## config.mk

```make
export PLATFORM = sky130hd
export DESIGN_NAME = quicksort_sorter_unit
export DESIGN_NICKNAME = d
export VERILOG_FILES = /design/src/rtl/qs_pkg.sv /design/src/rtl/quicksort_sorter_unit.sv /design/src/rtl/qs_sequencer.sv /design/src/rtl/qs_datapath.sv
export SDC_FILE = /design/constraint.sdc
export NUM_CORES = 1
export LEC_CHECK = 0
export ABC_CLOCK_PERIOD_IN_PS = 4800
export CORE_MARGIN = 5
export CORE_UTILIZATION = 40
export CTS_CLUSTER_SIZE = 30
export DETAILED_ROUTE_END_ITERATION = 6
export DONT_BUFFER_PORTS = 1
export GPL_TIMING_DRIVEN = 0
export PLACE_DENSITY = 0.65
export SLEW_MARGIN = 20
export SYNTH_ARGS = -nofsm -noshare
export SYNTH_HDL_FRONTEND = slang
export SYNTH_SLANG_ARGS = --single-unit
```

## constraint.sdc

```tcl
create_clock -name clk_i -period 4.8 [get_ports clk_i]
set_input_delay 0.48 -clock clk_i [delete_from_list [all_inputs] [get_ports clk_i]]
set_output_delay 0.48 -clock clk_i [all_outputs]
set_load 0.02 [all_outputs]
```

## src/rtl/qs_pkg.sv

```systemverilog
`timescale 1ns / 1ps
// Shared types, constants and the control program of the quicksort sorter.
package qs_pkg;

  localparam int DefaultDepth = 16;
  localparam int KeyW         = 32;
  localparam int StackSlots   = 16;
  localparam int StkIdxW      = $clog2(StackSlots);
  localparam int SpW          = StkIdxW + 1;
  localparam int StepW        = 5;

  // Input and result words.
  typedef struct packed {
    logic signed [KeyW-1:0] key_in;
    logic                   end_of_batch;
  } in_item_t;

  typedef struct packed {
    logic signed [KeyW-1:0] key_out;
    logic                   final_result;
    logic                   keys_dropped;
  } out_item_t;

  // Key memory read address source.
  typedef enum logic [1:0] {
    RD_HI,
    RD_J,
    RD_ST,
    RD_K
  } rd_sel_e;

  // Key memory write source during the sort.
  typedef enum logic [2:0] {
    WR_NONE,
    WR_ST_TA,
    WR_J_TB,
    WR_ST_PIVOT,
    WR_HI_TB
  } wr_sel_e;

  // Range pushed onto the range stack.
  typedef enum logic [1:0] {
    PUSH_FULL,
    PUSH_LEFT,
    PUSH_RIGHT
  } push_sel_e;

  // Jump conditions.
  typedef enum logic [3:0] {
    C_NEVER,
    C_ALWAYS,
    C_NOT_FIRE_LAST,
    C_N_LT2,
    C_SP_ZERO,
    C_NOT_LO_LT_HI,
    C_NOT_J_LT_HI,
    C_NOT_RD_LT_PIVOT,
    C_LEFT_SMALL,
    C_NOT_P_GT_LO1,
    C_NOT_RIGHT_GT1,
    C_P_ZERO,
    C_OUT_BUSY,
    C_K_NOT_LAST
  } cond_e;

  // One control word of the program.
  typedef struct packed {
    logic             accept_in;
    rd_sel_e          rd_sel;
    wr_sel_e          wr_sel;
    logic             ld_pivot;
    logic             ld_ta;
    logic             ld_tb;
    logic             init_part;
    logic             inc_st;
    logic             inc_j;
    logic             set_lo;
    logic             set_hi;
    logic             pop;
    logic             push;
    push_sel_e        push_sel;
    logic             k_clr;
    logic             k_inc;
    logic             emit;
    logic             batch_done;
    cond_e            cond;
    logic [StepW-1:0] target;
  } ctrl_t;

  // Datapath flags that the jump conditions test.
  typedef struct packed {
    logic fire_last;
    logic n_lt2;
    logic sp_zero;
    logic lo_lt_hi;
    logic j_lt_hi;
    logic rd_lt_pivot;
    logic left_small;
    logic p_gt_lo1;
    logic right_gt1;
    logic p_zero;
    logic out_busy;
    logic k_not_last;
  } status_t;

  // Program step addresses.
  localparam logic [StepW-1:0] StLoad   = 5'd0;
  localparam logic [StepW-1:0] StInit   = 5'd1;
  localparam logic [StepW-1:0] StPush0  = 5'd2;
  localparam logic [StepW-1:0] StPopChk = 5'd3;
  localparam logic [StepW-1:0] StPop    = 5'd4;
  localparam logic [StepW-1:0] StWhile  = 5'd5;
  localparam logic [StepW-1:0] StPivot  = 5'd6;
  localparam logic [StepW-1:0] StScan   = 5'd7;
  localparam logic [StepW-1:0] StTest   = 5'd8;
  localparam logic [StepW-1:0] StSwapA  = 5'd9;
  localparam logic [StepW-1:0] StSwapB  = 5'd10;
  localparam logic [StepW-1:0] StNextJ  = 5'd11;
  localparam logic [StepW-1:0] StEndRd  = 5'd12;
  localparam logic [StepW-1:0] StEndA   = 5'd13;
  localparam logic [StepW-1:0] StEndB   = 5'd14;
  localparam logic [StepW-1:0] StRChk   = 5'd15;
  localparam logic [StepW-1:0] StRPush  = 5'd16;
  localparam logic [StepW-1:0] StRNext  = 5'd17;
  localparam logic [StepW-1:0] StLChk   = 5'd18;
  localparam logic [StepW-1:0] StLPush  = 5'd19;
  localparam logic [StepW-1:0] StLZero  = 5'd20;
  localparam logic [StepW-1:0] StLNext  = 5'd21;
  localparam logic [StepW-1:0] StEmRd   = 5'd22;
  localparam logic [StepW-1:0] StEmWait = 5'd23;
  localparam logic [StepW-1:0] StEmit   = 5'd24;
  localparam logic [StepW-1:0] StDone   = 5'd25;

  // Control store: load, Lomuto partition loop, range stack handling, emit.
  function automatic ctrl_t ucode(input logic [StepW-1:0] step);
    ctrl_t c;
    c        = '0;
    c.cond   = C_NEVER;
    c.target = StLoad;
    unique case (step)
      StLoad: begin
        c.accept_in = 1'b1;
        c.cond      = C_NOT_FIRE_LAST;
        c.target    = StLoad;
      end
      StInit: begin
        c.k_clr  = 1'b1;
        c.cond   = C_N_LT2;
        c.target = StEmRd;
      end
      StPush0: begin
        c.push     = 1'b1;
        c.push_sel = PUSH_FULL;
      end
      StPopChk: begin
        c.cond   = C_SP_ZERO;
        c.target = StEmRd;
      end
      StPop: begin
        c.pop = 1'b1;
      end
      StWhile: begin
        c.rd_sel    = RD_HI;
        c.init_part = 1'b1;
        c.cond      = C_NOT_LO_LT_HI;
        c.target    = StPopChk;
      end
      StPivot: begin
        c.ld_pivot = 1'b1;
      end
      StScan: begin
        c.rd_sel = RD_J;
        c.cond   = C_NOT_J_LT_HI;
        c.target = StEndRd;
      end
      StTest: begin
        c.ld_ta  = 1'b1;
        c.rd_sel = RD_ST;
        c.cond   = C_NOT_RD_LT_PIVOT;
        c.target = StNextJ;
      end
      StSwapA: begin
        c.ld_tb  = 1'b1;
        c.wr_sel = WR_ST_TA;
      end
      StSwapB: begin
        c.wr_sel = WR_J_TB;
        c.inc_st = 1'b1;
      end
      StNextJ: begin
        c.inc_j  = 1'b1;
        c.cond   = C_ALWAYS;
        c.target = StScan;
      end
      StEndRd: begin
        c.rd_sel = RD_ST;
      end
      StEndA: begin
        c.ld_tb  = 1'b1;
        c.wr_sel = WR_ST_PIVOT;
      end
      StEndB: begin
        c.wr_sel = WR_HI_TB;
        c.cond   = C_LEFT_SMALL;
        c.target = StLChk;
      end
      StRChk: begin
        c.cond   = C_NOT_P_GT_LO1;
        c.target = StRNext;
      end
      StRPush: begin
        c.push     = 1'b1;
        c.push_sel = PUSH_LEFT;
      end
      StRNext: begin
        c.set_lo = 1'b1;
        c.cond   = C_ALWAYS;
        c.target = StWhile;
      end
      StLChk: begin
        c.cond   = C_NOT_RIGHT_GT1;
        c.target = StLZero;
      end
      StLPush: begin
        c.push     = 1'b1;
        c.push_sel = PUSH_RIGHT;
      end
      StLZero: begin
        c.cond   = C_P_ZERO;
        c.target = StPopChk;
      end
      StLNext: begin
        c.set_hi = 1'b1;
        c.cond   = C_ALWAYS;
        c.target = StWhile;
      end
      StEmRd: begin
        c.rd_sel = RD_K;
      end
      StEmWait: begin
        c.rd_sel = RD_K;
        c.cond   = C_OUT_BUSY;
        c.target = StEmWait;
      end
      StEmit: begin
        c.rd_sel = RD_K;
        c.emit   = 1'b1;
        c.k_inc  = 1'b1;
        c.cond   = C_K_NOT_LAST;
        c.target = StEmRd;
      end
      StDone: begin
        c.batch_done = 1'b1;
        c.cond       = C_ALWAYS;
        c.target     = StLoad;
      end
      default: begin
        c.cond   = C_ALWAYS;
        c.target = StLoad;
      end
    endcase
    return c;
  endfunction

endpackage

```

## src/rtl/quicksort_sorter_unit.sv

```systemverilog
`timescale 1ns / 1ps
// Loading accepts one word per cycle. A batch is then sorted in place, its speed set by the key
// memory that carries one read and one write a cycle. Results leave one word at a time: each is
// read, held while the output is stalled, then emitted.
// Reset clears the step counter, key count, drop flag, stack pointer and output valid;
// key memory and range stack hold unknown data until written.
module quicksort_sorter_unit import qs_pkg::*; #(
  parameter int DEPTH = DefaultDepth
) (
  input  logic      clk_i,
  input  logic      rst_ni,
  input  logic      in_valid_i,
  output logic      in_stall_o,
  input  in_item_t  in_item_i,
  output logic      out_valid_o,
  input  logic      out_stall_i,
  output out_item_t out_item_o
);

  ctrl_t   ctrl;
  status_t status;

  // Microcoded control.
  qs_sequencer u_seq (
    .clk_i    (clk_i),
    .rst_ni   (rst_ni),
    .status_i (status),
    .ctrl_o   (ctrl)
  );

  // Storage and arithmetic.
  qs_datapath #(
    .DEPTH (DEPTH)
  ) u_dp (
    .clk_i       (clk_i),
    .rst_ni      (rst_ni),
    .ctrl_i      (ctrl),
    .status_o    (status),
    .in_valid_i  (in_valid_i),
    .in_stall_o  (in_stall_o),
    .in_item_i   (in_item_i),
    .out_valid_o (out_valid_o),
    .out_stall_i (out_stall_i),
    .out_item_o  (out_item_o)
  );

`ifndef SYNTHESIS
  // Checks that a new word goes only into an empty output register.
  a_emit_empty: assert property (@(posedge clk_i) disable iff (!rst_ni)
    ctrl.emit |-> !out_valid_o) else $error("emit into full output register");

  // The range stack is never popped when empty.
  a_pop_nonempty: assert property (@(posedge clk_i) disable iff (!rst_ni)
    ctrl.pop |-> !status.sp_zero) else $error("pop from empty range stack");

  // Every pushed range has been consumed by the end of a batch.
  a_stack_drained: assert property (@(posedge clk_i) disable iff (!rst_ni)
    ctrl.batch_done |-> status.sp_zero) else $error("range stack not empty at batch end");
`endif

endmodule

```

## src/rtl/qs_sequencer.sv

```systemverilog
`timescale 1ns / 1ps
// Step counter, control store and jump logic of the quicksort sorter.
module qs_sequencer import qs_pkg::*; (
  input  logic    clk_i,
  input  logic    rst_ni,
  input  status_t status_i,
  output ctrl_t   ctrl_o
);

  logic [StepW-1:0] upc_q, upc_d;
  logic             take;

  // Control word of the current step.
  always_comb ctrl_o = ucode(upc_q);

  // Jump condition select.
  always_comb begin
    unique case (ctrl_o.cond)
      C_NEVER:           take = 1'b0;
      C_ALWAYS:          take = 1'b1;
      C_NOT_FIRE_LAST:   take = !status_i.fire_last;
      C_N_LT2:           take = status_i.n_lt2;
      C_SP_ZERO:         take = status_i.sp_zero;
      C_NOT_LO_LT_HI:    take = !status_i.lo_lt_hi;
      C_NOT_J_LT_HI:     take = !status_i.j_lt_hi;
      C_NOT_RD_LT_PIVOT: take = !status_i.rd_lt_pivot;
      C_LEFT_SMALL:      take = status_i.left_small;
      C_NOT_P_GT_LO1:    take = !status_i.p_gt_lo1;
      C_NOT_RIGHT_GT1:   take = !status_i.right_gt1;
      C_P_ZERO:          take = status_i.p_zero;
      C_OUT_BUSY:        take = status_i.out_busy;
      C_K_NOT_LAST:      take = status_i.k_not_last;
      default:           take = 1'b1;
    endcase
  end

  assign upc_d = take ? ctrl_o.target : upc_q + 1'b1;

  // Step counter.
  always_ff @(posedge clk_i or negedge rst_ni) begin
    if (!rst_ni) begin
      upc_q <= StLoad;
    end else begin
      upc_q <= upc_d;
    end
  end

endmodule

```

## src/rtl/qs_datapath.sv

```systemverilog
`timescale 1ns / 1ps
// Key memory, range stack, index registers and output register of the sorter.
module qs_datapath import qs_pkg::*; #(
  parameter int DEPTH = DefaultDepth
) (
  input  logic      clk_i,
  input  logic      rst_ni,
  input  ctrl_t     ctrl_i,
  output status_t   status_o,
  input  logic      in_valid_i,
  output logic      in_stall_o,
  input  in_item_t  in_item_i,
  output logic      out_valid_o,
  input  logic      out_stall_i,
  output out_item_t out_item_o
);

  localparam int IW = (DEPTH > 1) ? $clog2(DEPTH) : 1;
  localparam int CW = $clog2(DEPTH + 1);
  localparam int EW = 2 * IW;

  // Key memory and its registered read.
  logic signed [KeyW-1:0] key_mem [DEPTH];
  logic signed [KeyW-1:0] rd_q;
  logic [IW-1:0]          mem_ra, mem_wa;
  logic signed [KeyW-1:0] mem_wd;
  logic                   mem_we;

  // Range stack and its registered read of the top entry.
  logic [EW-1:0]      stack_mem [StackSlots];
  logic [EW-1:0]      stk_rd_q;
  logic [EW-1:0]      stk_wd;
  logic               stk_we;
  logic [SpW-1:0]     sp_q, sp_d;
  logic [SpW-1:0]     sp_top;

  // Control state.
  logic [CW-1:0] count_q, count_d;
  logic          ovf_q, ovf_d;
  logic          out_valid_q, out_valid_d;

  // Working registers.
  logic [CW-1:0]          lo_q, lo_d, hi_q, hi_d, j_q, j_d, st_q, st_d, k_q, k_d;
  logic signed [KeyW-1:0] pivot_q, pivot_d, ta_q, ta_d, tb_q, tb_d;
  out_item_t              out_item_q, out_item_d;

  logic          in_fire;
  logic [CW-1:0] n_last, left_len, right_len, push_lo, push_hi;

  assign in_stall_o = !ctrl_i.accept_in;
  assign in_fire    = in_valid_i && ctrl_i.accept_in;
  assign n_last     = count_q - 1'b1;
  assign left_len   = st_q - lo_q;
  assign right_len  = hi_q - st_q;
  assign sp_top     = sp_q - 1'b1;

  // Flags for the jump logic.
  always_comb begin
    status_o.fire_last   = in_fire && in_item_i.end_of_batch;
    status_o.n_lt2       = count_q < CW'(2);
    status_o.sp_zero     = sp_q == '0;
    status_o.lo_lt_hi    = lo_q < hi_q;
    status_o.j_lt_hi     = j_q < hi_q;
    status_o.rd_lt_pivot = rd_q < pivot_q;
    status_o.left_small  = left_len < right_len;
    status_o.p_gt_lo1    = {1'b0, st_q} > ({1'b0, lo_q} + 1'b1);
    status_o.right_gt1   = right_len > CW'(1);
    status_o.p_zero      = st_q == '0;
    status_o.out_busy    = out_valid_q && out_stall_i;
    status_o.k_not_last  = k_q != n_last;
  end

  // Key memory read address.
  always_comb begin
    case (ctrl_i.rd_sel)
      RD_HI:   mem_ra = hi_q[IW-1:0];
      RD_J:    mem_ra = j_q[IW-1:0];
      RD_ST:   mem_ra = st_q[IW-1:0];
      default: mem_ra = k_q[IW-1:0];
    endcase
  end

  // Key memory write port: loading a word or one half of an exchange.
  always_comb begin
    mem_we = 1'b0;
    mem_wa = count_q[IW-1:0];
    mem_wd = in_item_i.key_in;
    case (ctrl_i.wr_sel)
      WR_NONE: begin
        mem_we = in_fire && (count_q < CW'(DEPTH));
      end
      WR_ST_TA: begin
        mem_we = 1'b1;
        mem_wa = st_q[IW-1:0];
        mem_wd = ta_q;
      end
      WR_J_TB: begin
        mem_we = 1'b1;
        mem_wa = j_q[IW-1:0];
        mem_wd = tb_q;
      end
      WR_ST_PIVOT: begin
        mem_we = 1'b1;
        mem_wa = st_q[IW-1:0];
        mem_wd = pivot_q;
      end
      WR_HI_TB: begin
        mem_we = 1'b1;
        mem_wa = hi_q[IW-1:0];
        mem_wd = tb_q;
      end
      default: mem_we = 1'b0;
    endcase
  end

  always_ff @(posedge clk_i) begin
    if (mem_we) begin
      key_mem[mem_wa] <= mem_wd;
    end
    rd_q <= key_mem[mem_ra];
  end

  // Range to push.
  always_comb begin
    case (ctrl_i.push_sel)
      PUSH_FULL: begin
        push_lo = '0;
        push_hi = n_last;
      end
      PUSH_LEFT: begin
        push_lo = lo_q;
        push_hi = st_q - 1'b1;
      end
      default: begin
        push_lo = st_q + 1'b1;
        push_hi = hi_q;
      end
    endcase
  end

  assign stk_wd = {push_lo[IW-1:0], push_hi[IW-1:0]};
  assign stk_we = ctrl_i.push && (sp_q < SpW'(StackSlots));

  always_ff @(posedge clk_i) begin
    if (stk_we) begin
      stack_mem[sp_q[StkIdxW-1:0]] <= stk_wd;
    end
    stk_rd_q <= stack_mem[sp_top[StkIdxW-1:0]];
  end

  // Next values of the working and control registers.
  always_comb begin
    lo_d        = lo_q;
    hi_d        = hi_q;
    j_d         = j_q;
    st_d        = st_q;
    k_d         = k_q;
    pivot_d     = pivot_q;
    ta_d        = ta_q;
    tb_d        = tb_q;
    count_d     = count_q;
    ovf_d       = ovf_q;
    sp_d        = sp_q;
    out_item_d  = out_item_q;
    out_valid_d = out_valid_q && out_stall_i;

    if (in_fire) begin
      if (count_q < CW'(DEPTH)) begin
        count_d = count_q + 1'b1;
      end else begin
        ovf_d = 1'b1;
      end
    end
    if (ctrl_i.init_part) begin
      st_d = lo_q;
      j_d  = lo_q;
    end
    if (ctrl_i.inc_st) st_d = st_q + 1'b1;
    if (ctrl_i.inc_j) j_d = j_q + 1'b1;
    if (ctrl_i.set_lo) lo_d = st_q + 1'b1;
    if (ctrl_i.set_hi) hi_d = st_q - 1'b1;
    if (ctrl_i.pop) begin
      lo_d = CW'(stk_rd_q[EW-1:IW]);
      hi_d = CW'(stk_rd_q[IW-1:0]);
      sp_d = sp_top;
    end
    if (stk_we) sp_d = sp_q + 1'b1;
    if (ctrl_i.ld_pivot) pivot_d = rd_q;
    if (ctrl_i.ld_ta) ta_d = rd_q;
    if (ctrl_i.ld_tb) tb_d = rd_q;
    if (ctrl_i.k_clr) k_d = '0;
    if (ctrl_i.k_inc) k_d = k_q + 1'b1;
    if (ctrl_i.emit) begin
      out_valid_d             = 1'b1;
      out_item_d.key_out      = rd_q;
      out_item_d.final_result = k_q == n_last;
      out_item_d.keys_dropped = ovf_q;
    end
    if (ctrl_i.batch_done) begin
      count_d = '0;
      ovf_d   = 1'b0;
      sp_d    = '0;
    end
  end

  // Control registers.
  always_ff @(posedge clk_i or negedge rst_ni) begin
    if (!rst_ni) begin
      count_q     <= '0;
      ovf_q       <= 1'b0;
      sp_q        <= '0;
      out_valid_q <= 1'b0;
    end else begin
      count_q     <= count_d;
      ovf_q       <= ovf_d;
      sp_q        <= sp_d;
      out_valid_q <= out_valid_d;
    end
  end

  // Working registers.
  always_ff @(posedge clk_i) begin
    lo_q       <= lo_d;
    hi_q       <= hi_d;
    j_q        <= j_d;
    st_q       <= st_d;
    k_q        <= k_d;
    pivot_q    <= pivot_d;
    ta_q       <= ta_d;
    tb_q       <= tb_d;
    out_item_q <= out_item_d;
  end

  assign out_valid_o = out_valid_q;
  assign out_item_o  = out_item_q;

endmodule

```

==> impl_metrics.py <==
metrics = {
    "outcome": {
        "status": "finished with violations",
        "violated_checks": "design-rule violations",
    },
    "floorplan": {
        "die_y_um": 308.7,
        "core.rowCount": 109,
        "num_io_pins": 73,
        "initial_core_util": 0.4033,
        "overall_die_area_um2": 95320,
        "die_x_um": 308.7,
        "core_area_um2": 88510,
    },
    "global_routing": {
        "groute.usage.overall": 0.2058,
        "first_global_vias": 22260,
        "maximum_number_of_pins_on_one_net_before_global_route_repair": 31,
        "met2_usage": 0.3251,
        "grt_antenna_before_repair": 11,
        "gr-total-overflow": 0,
        "grt_util_met1": 0.2840,
        "globalRoute.busiestLayer": "met2",
        "grt_use_met3": 0.04430,
        "grt_pass1_wl_um": 146200,
    },
    "detailed_routing": {
        "postRouteWirelength_um": 100300,
        "drt_iter0_markers": 2734,
        "drc_errors": 1,
        "drt-vias-per-instance": 5.799,
        "drtPass1Iterations": 7,
        "routed-via-count": 22774,
        "wl_per_cell_um": 25.54,
        "ant_nets": 0,
    },
    "clocking": {
        "clock_insertion_delay_worst_skew_ns": 0.64,
        "ctsResizeCount": 0,
        "clock_root_buffer": "sky130_fd_sc_hd__clkbuf_16",
        "cts_num_sinks": 852,
        "post_cts.repair.setup_buffers": 0,
        "post_cts_hold_buffer_count": 2,
        "htree_num_levels": 3,
        "buffer_levels_on_the_longest_clock_path": 3,
        "worst_setup_hold_path_clk_slew_ns": 0.07,
        "clock_tree_from_tritoncts": "done",
        "cts-buffers-inserted": 83,
    },
    "synthesis": {
        "ys.warnings.count": 0,
        "yosys_register_bits": 852,
        "ys_async_sr_fraction": 0.01995,
        "post_synth_inst_count": 2572,
        "synth-main-ff-cell": "sky130_fd_sc_hd__edfxtp_1",
        "synth_edf_count": 793,
        "syn_area_per_cell_um2": 13.88,
        "syn-cell-area_um2": 35700,
        "mappedNetlistNets": 2685,
        "synth_cell_types": 79,
        "seq_area_frac_synth": 0.7025,
    },
    "sta": {
        "fmax_mhz": 216.2,
        "clock_period_minus_worst_slack_ns": 4.626,
        "setup_violations": 0,
        "finalCritPeriodShare": 0.9638,
        "grt_setup_unrepaired": "false",
        "worst_slew_margin_rel": 0.2317,
        "worst_setup_margin_ns": 0.1738,
        "maxSlewViolCount": 0,
        "timing.final.hold_violations": 0,
        "clock_skew_ns": 0.03678,
        "tightest_slew_ns": 1.147,
    },
    "power": {
        "leakage_uw": 0.01428,
        "power_per_cell_area_nw_per_um2": 628.0,
        "max-vdd-ir-drop_mv": 0.3374,
    },
    "setup_path": {
        "critical_path.max_fanout": 10,
        "worst_r2r_path_depth": 12,
        "worstPathArrival_ns": 5.13,
        "regToRegEndpoint": "u_seq.upc_q[3]",
        "element_type_at_the_critical_path_start": "flop",
        "critPathCaptureType": "flop",
        "regToRegSetupSlack_ns": 0.17,
        "cp.required_ns": 5.30,
        "worstReg2RegStart": "u_seq.upc_q[2]",
        "timing.critical_path.from": "u_seq.upc_q[2]",
        "critical_path_class": "reg2reg",
    },
    "layout": {
        "drive_gt1_frac": 0.1349,
        "layout.cells.non_filler": 3927,
        "post-route-cell-area_um2": 40860,
        "nNetsFinal": 2805,
        "area_growth_pct": 14.45,
    },
    "place": {
        "dp.cells": 3770,
        "placed_cell_area_um2": 38030,
        "gp_congestion": 0.8964,
        "detailedPlacementHpwl_um": 69300,
        "dp_worst_setup_slack_ns": 0.1232,
        "numPortBuffers": 0,
    },
    "job": {
        "maxCapViolCount": 0,
    },
    "worst_hold_path": {
        "hold_path_depth": 2,
        "hold-path-endpoint": "u_dp.key_mem[12][18]",
        "min_from": "in_item_i[19]",
        "hold_path.class": "in2reg",
    },
}
## where the power goes
group	internal (µW)	switching, µW	total [µW]
Sequential	9370	575	9940
Combinational	3180	5980	9160
Clock	3770	2780	6550
Total	16300	9340	25700
## sequential cells by signal, summed over array words and instances (netlist names)
name              cells
u_dp.j_q              5
u_seq.upc_q           5
u_dp.key_mem        512
u_dp.rd_q            32
u_dp.stack_mem      128
u_dp.sp_q             5
u_dp.k_q              5
u_dp.count_q          5
u_dp.lo_q             5
u_dp.tb_q            32
u_dp.hi_q             5
u_dp.pivot_q         32
u_dp.stk_rd_q         8
u_dp.ta_q            32
u_dp.out_item_o      34
u_dp.out_valid_o      1
u_dp.st_q             5
u_dp.ovf_q            1
## through the flow
stage,power (µW),TNS [ns],util,hold WS (ns)
after floorplan,15580,0,-,0.1844
after global placement,18700,-831.31,0.4198,0.1860
after detailed placement,19070,0,0.4297,0.1860
after CTS,25610,0,0.4609,0.2230
after global routing,26800,0,0.4615,0.2768
final,25660,0,0.4616,0.2537
## synth_stat cells (26+ instances only)
cell type,n,share of area
sky130_fd_sc_hd__a21oi_1,69,0.0097
sky130_fd_sc_hd__a222oi_1,32,0.0090
sky130_fd_sc_hd__a311oi_1,40,0.0098
sky130_fd_sc_hd__and3_1,179,0.031
sky130_fd_sc_hd__buf_2,43,0.0060
sky130_fd_sc_hd__clkbuf_1,81,0.0085
sky130_fd_sc_hd__dfxtp_1,42,0.024
sky130_fd_sc_hd__edfxtp_1,793,0.67
sky130_fd_sc_hd__ha_1,74,0.026
sky130_fd_sc_hd__inv_1,63,0.0066
sky130_fd_sc_hd__mux2_2,47,0.015
sky130_fd_sc_hd__mux4_2,40,0.025
sky130_fd_sc_hd__nand2_1,518,0.054
sky130_fd_sc_hd__nor2_1,95,0.010
sky130_fd_sc_hd__o21ai_0,81,0.011
sky130_fd_sc_hd__o21ai_1,26,0.0036
sky130_fd_sc_hd__o22ai_1,27,0.0047
sky130_fd_sc_hd__xnor2_1,27,0.0066
## per-layer routing
metal | vias up | part of all wire
met5 | - | 0.0010
met4 | 14 | 0.037
met3 | 228 | 0.10
met2 | 1248 | 0.46
met1 | 11350 | 0.40
li1 | 9934 | -
## layout by cell type, fill, tap and decap left out, types with 25 or more instances in the layout
cell type and count:
sky130_fd_sc_hd__edfxtp_1 793, sky130_fd_sc_hd__nand2_1 518, sky130_fd_sc_hd__and3_1 178, sky130_fd_sc_hd__clkbuf_1 96, sky130_fd_sc_hd__clkbuf_16 83, sky130_fd_sc_hd__o21ai_0 80, sky130_fd_sc_hd__nor2_1 74, sky130_fd_sc_hd__ha_1 74
sky130_fd_sc_hd__inv_1 61, sky130_fd_sc_hd__mux2_2 47, sky130_fd_sc_hd__a21oi_1 46, sky130_fd_sc_hd__buf_2 43, sky130_fd_sc_hd__dfxtp_1 42, sky130_fd_sc_hd__a311oi_1 40, sky130_fd_sc_hd__mux4_2 40, sky130_fd_sc_hd__a222oi_1 32
sky130_fd_sc_hd__o21ai_1 27, sky130_fd_sc_hd__xnor2_1 26, sky130_fd_sc_hd__o22ai_1 25
## cells by family (layout without fill, tap and decap cells)
kind of cell	count (synthesis)	in the layout	synth area share
xor+xnor	39	39	0.009569
compound gates	348	348	0.06537
mux	100	100	0.04378
fa+ha+maj	76	76	0.02706
simple gates	954	954	0.1263
flops	852	852	0.7025
other cells	0	4	0
buf+inv	203	389	0.02538
## cell type report
class,instances,area [µm²]
inverter,63,236.5
clock buffer,111,2302
fill,7588,47660
clock inverter,40,440.4
tap,1165,1458
multi-input combinational,1517,9970
antenna,4,10.01
sequential,852,25080
timing repair buffer,35,689.4
buffer,140,670.6
## critical path, cell delays in order, from the launching register on
cell and delay, ns:
sky130_fd_sc_hd__dfrtp_1 0.40, sky130_fd_sc_hd__buf_2 0.19, sky130_fd_sc_hd__buf_6 0.15, sky130_fd_sc_hd__buf_4 0.19
sky130_fd_sc_hd__clkbuf_1 0.29, sky130_fd_sc_hd__and3_1 0.24, sky130_fd_sc_hd__ha_1 0.22, sky130_fd_sc_hd__nor4_1 0.80
sky130_fd_sc_hd__nand2_1 0.26, sky130_fd_sc_hd__nor3_1 0.65, sky130_fd_sc_hd__o211ai_1 0.40, sky130_fd_sc_hd__nand4_2 0.35
sky130_fd_sc_hd__mux2_1 0.35
## worst max-delay path by stage
stage,to,cells past startpoint,slack (ns)
detailed placement,u_dp.key_mem[14][29],9,0.12
global route,u_seq.upc_q[3],12,0.02
global placement,u_dp.key_mem[8][12],8,-1.90
finish,u_seq.upc_q[3],12,0.17
CTS,u_dp.key_mem[14][29],9,0.09
floorplan,u_dp.key_mem[0][0],9,0.78
Note: power is estimated with default switching activity, not from simulation.
